## config.mk

```make
export PLATFORM = sky130hd
export DESIGN_NAME = vuri_ram
export DESIGN_NICKNAME = d
export VERILOG_FILES = /design/src/hdl/vuri_ram.sv
export SDC_FILE = /design/constraint.sdc
export NUM_CORES = 2
export LEC_CHECK = 0
export BUFFER_PORTS_ARGS = -buffer_cell sky130_fd_sc_hd__buf_2
export CAP_MARGIN = 20
export CORE_UTILIZATION = 62
export CTS_BUF_LIST = sky130_fd_sc_hd__clkbuf_8
export DETAILED_ROUTE_END_ITERATION = 12
export PLACE_DENSITY = 0.78
export SETUP_SLACK_MARGIN = 0.05
export SYNTH_ARGS = -nofsm -noshare
export SYNTH_HDL_FRONTEND = slang
export SYNTH_SLANG_ARGS = --single-unit
```

## constraint.sdc

```tcl
create_clock -name clk -period 2.85 [get_ports clk]
set_input_delay 0.57 -clock clk [delete_from_list [all_inputs] [get_ports clk]]
set_output_delay 0.57 -clock clk [all_outputs]
set_load 0.005 [all_outputs]
```

## src/hdl/vuri_ram.sv

```systemverilog
// ----------------------------------------------------------------------------
// vuri_ram
// Generic single write port, single read port RAM with registered read.
// ----------------------------------------------------------------------------
module vuri_ram #(
    parameter int WIDTH = 8,
    parameter int DEPTH = 256
) (
    input  logic                     clk,
    input  logic                     we,
    input  logic [$clog2(DEPTH)-1:0] waddr,
    input  logic [WIDTH-1:0]         wdata,
    input  logic                     re,
    input  logic [$clog2(DEPTH)-1:0] raddr,
    output logic [WIDTH-1:0]         rdata
);

    logic [WIDTH-1:0] mem_reg [DEPTH];
    logic [WIDTH-1:0] rdata_reg;

    always_ff @(posedge clk)
    begin
        if (we)
        begin
            mem_reg[waddr] <= wdata;
        end
        if (re)
        begin
            rdata_reg <= mem_reg[raddr];
        end
    end

    assign rdata = rdata_reg;

endmodule

```

==> run_results.csv <==
group,metric,value,unit
yosys,synth.yosys.warnings,0,
layout,regArea,61700,µm²
routing,viasPerCell,6.67,
yosys,ys_seq_area_frac,0.775,
pwr,worst_ir_drop_vdd,504,µV
cts,cts_tree,"yes",
pwr,design_power_total,59.0,mW
yosys,yosysUniqueCellTypes,54,
flow_run,timing.max_cap.violations,0,
layout,final_nets,4557,
timing,worst_slack,10.8,ps
floorplanning,floorplan_row_count,131,
floorplanning,start_util,0.625,
critical_path,worstRegToRegCells,6,
yosys,ys_seq_elements,2056,
cts,cts_inserted_buffers,328,
critical_path,worstSetupStartpointType,"flop",
yosys,ranking_of_synthesized_cells_by_area,"edfxtp_1, mux4_2, mux2i_1",
routing,route.vias.total,42800,
run_status,run_status,"completed",
timing,max_slew.worst_pin.slew,934,ps
floorplanning,die_width,360,µm
routing,wire_per_inst,30.5,µm
timing,final_hold_violations,0,
yosys,synth-main-ff-cell,"edfxtp_1",
yosys,synthMostInstantiatedCell,"edfxtp_1",
critical_path,critical_path_class,"flop to flop",
placed_design,post_place_cell_area,86500,µm²
yosys,post_synth_most_frequent_cells,"edfxtp_1, mux4_2, nor2_1",
timing,fmax,352,MHz
critical_path,cp-end-kind,"flop",
cts,ctsLongestPathBuffers,4,
global_routing,gr-usage-all-layers,0.306,
yosys,postSynthAreaPerCell,21.3,µm²
floorplanning,die_area,130000,µm²
global_routing,globalRoute.totalOverflow,0,
placed_design,pre_cts_setup_slack,-786,ps
critical_path,regToRegSetupSlack,10,ps
global_routing,vias_in_the_first_global_route,43000,
layout,stdcell_area,92100,µm²
placed_design,place_congestion,0.912,
yosys,netlist_instances,3733,
global_routing,grt_start_max_net_pins,104,
yosys,async_flop_share,0,
min_path,hold_class,"primary input to flop",
timing,worst_slew_margin_rel,0.373,
yosys,mappedNetlistNets,3760,
yosys,yosysTopAreaCell,"edfxtp_1",
yosys,synth.top_cell.area_share,0.775,
layout,syn2layout_area_growth,15.7,%
floorplanning,boundaryPins,35,
layout,filler_cell_count,6990,
routing,route.detailed.drc,0,
cts,root_buffer,"clkbuf_8",
routing,first_pass_iters,6,
layout,multi_input_gate_area_in_the_final_layout,16500,µm²
cts,htreeDepth,5,
cts,clkLatencyLatePin,990,ps
timing,finalSetupViolCount,0,
cts,clkSlewWorstSetupHoldPaths,70,ps
timing,finalClockSkew,57.3,ps
routing,finalWirelength,196000,µm
critical_path,worstPathRequired,3550,ps
critical_path,crit_path_max_fo,1,
global_routing,grt_antenna_before_repair,13,
cts,tritoncts_num_sinks,2056,
pwr,power.static_leakage,30.4,nW
layout,utilization,0.723,
layout,post_route_cells_drive_above_1_share,0.324,
timing,finalCriticalPeriod,2840,ps
routing,drt_iter0_drc,6363,
placed_design,io_buffer_count,34,
timing,post-route-period-util,0.996,
placed_design,hpwl,126000,µm
layout,largest_register_ffs,2048,
floorplanning,core,128000,µm²
routing,antenna_violating_nets_post_route,0,
timing,totalNegativeSetupSlack,0,ps
global_routing,grt_pass1_wl,285000,µm
critical_path,reg2reg_to,"rdata[3]",
floorplanning,die_h,360,µm
timing,grt_setup_unrepaired,"false",
critical_path,endpoint_of_the_worst_setup_timing_path,"rdata[3]",
yosys,synth-edff-count,2056,
critical_path,worstPathArrival,3540,ps
critical_path,start_point_of_the_critical_path,"mem_reg[210][3]",
yosys,syn_area,79600,µm²
timing,timing.final.max_slew_violations,0,
pwr,power_density,640,nW/µm²
critical_path,regToRegStartpoint,"mem_reg[210][3]",
-- where the power goes --
group	total [mW]	internal, mW	switching, mW
logic	3.41	1.39	2.03
clock network	22.1	11.2	10.9
registers	33.4	33.4	0.0499
-- how the worst min path moves through the flow --
stage | from | end | slack [ps] | cells past startpoint
after global routing | wdata[7] | mem_reg[187][7] | 90 | 1
after detailed placement | wdata[6] | mem_reg[51][6] | 930 | 1
final | wdata[7] | mem_reg[190][7] | 110 | 1
after CTS | wdata[7] | mem_reg[190][7] | 40 | 1
after global placement | wdata[6] | mem_reg[50][6] | 930 | 1
after floorplan | wdata[0] | mem_reg[0][0] | 670 | 0
-- routing by layer --
layer	vias up	routed length, µm	global-route usage
li1	17300	-	-
met1	21800	69300	0.428
met2	3158	94100	0.477
met3	513	24900	0.0699
met4	8	7410	0.117
met5	-	58	0
-- repair_timing --
action | CTS | global route
setup buffers | 0 | 0
hold buffers | 2 | 0
pin swaps | 0 | 0
endpoints found under the setup margin | 1 | 1
gates resized for setup | 1 | 1
endpoints found under the hold margin | 22 | 0
-- through the flow --
step	cells	hold slack, ps
5_1_grt	6413	92.3
3_3_place_gp	5860	933
4_1_cts	6412	36.1
2_1_floorplan	3733	669
3_5_place_dp	5860	927
6_report	6419	113
-- critical path: stages, from the launching register on --
cell and delay [ps]:
edfxtp_1 390, mux4_2 470, a22o_1 290, a221oi_1 360, o32ai_1 170, nor3_1 750
nor4_1 120
-- cell type report --
class,count,share of cell area
Tap cell,1662,0.0226
Timing Repair Buffer,700,0.0675
Multi-Input combinational cell,1442,0.179
Clock buffer,336,0.0502
Antenna cell,7,0.000190
Inverter,2,0.0000815
Clock inverter,214,0.0104
Sequential cell,2056,0.670
-- cell families after synthesis --
kind of cell | share of synthesized area
AND/OR/NAND/NOR | 0.0263
flip-flops | 0.775
multiplexers | 0.146
AO/OA/AOI/OAI | 0.0342
buffers and inverters | 0.0183
-- layout by cell type (no fill, tap or decap), types with 6 or more instances in the layout --
cell | synthesis | layout
mux2i_1 | 134 | 134
o221ai_1 | 46 | 46
nor2b_1 | 31 | 28
nand2b_1 | 8 | 8
buf_4 | 27 | 589
edfxtp_1 | 2056 | 2056
nor4_1 | 24 | 23
nand2_1 | 33 | 33
a211oi_1 | 16 | 16
a22o_1 | 8 | 8
nand3_1 | 34 | 34
mux4_2 | 454 | 454
nor3_1 | 22 | 21
nand4_1 | 10 | 10
diode_2 | 0 | 7
a22oi_1 | 133 | 133
and2_1 | 6 | 6
clkinvlp_4 | 0 | 6
clkbuf_8 | 0 | 343
inv_1 | 1 | 99
nor2_1 | 282 | 279
buf_2 | 31 | 23
a221oi_1 | 13 | 13
o21ai_0 | 10 | 10
clkinv_1 | 1 | 88
o211ai_1 | 10 | 10
buf_12 | 8 | 76
clkinv_2 | 0 | 18
o22ai_1 | 28 | 28
a21oi_1 | 96 | 96
(Power assumes the default switching activity.)
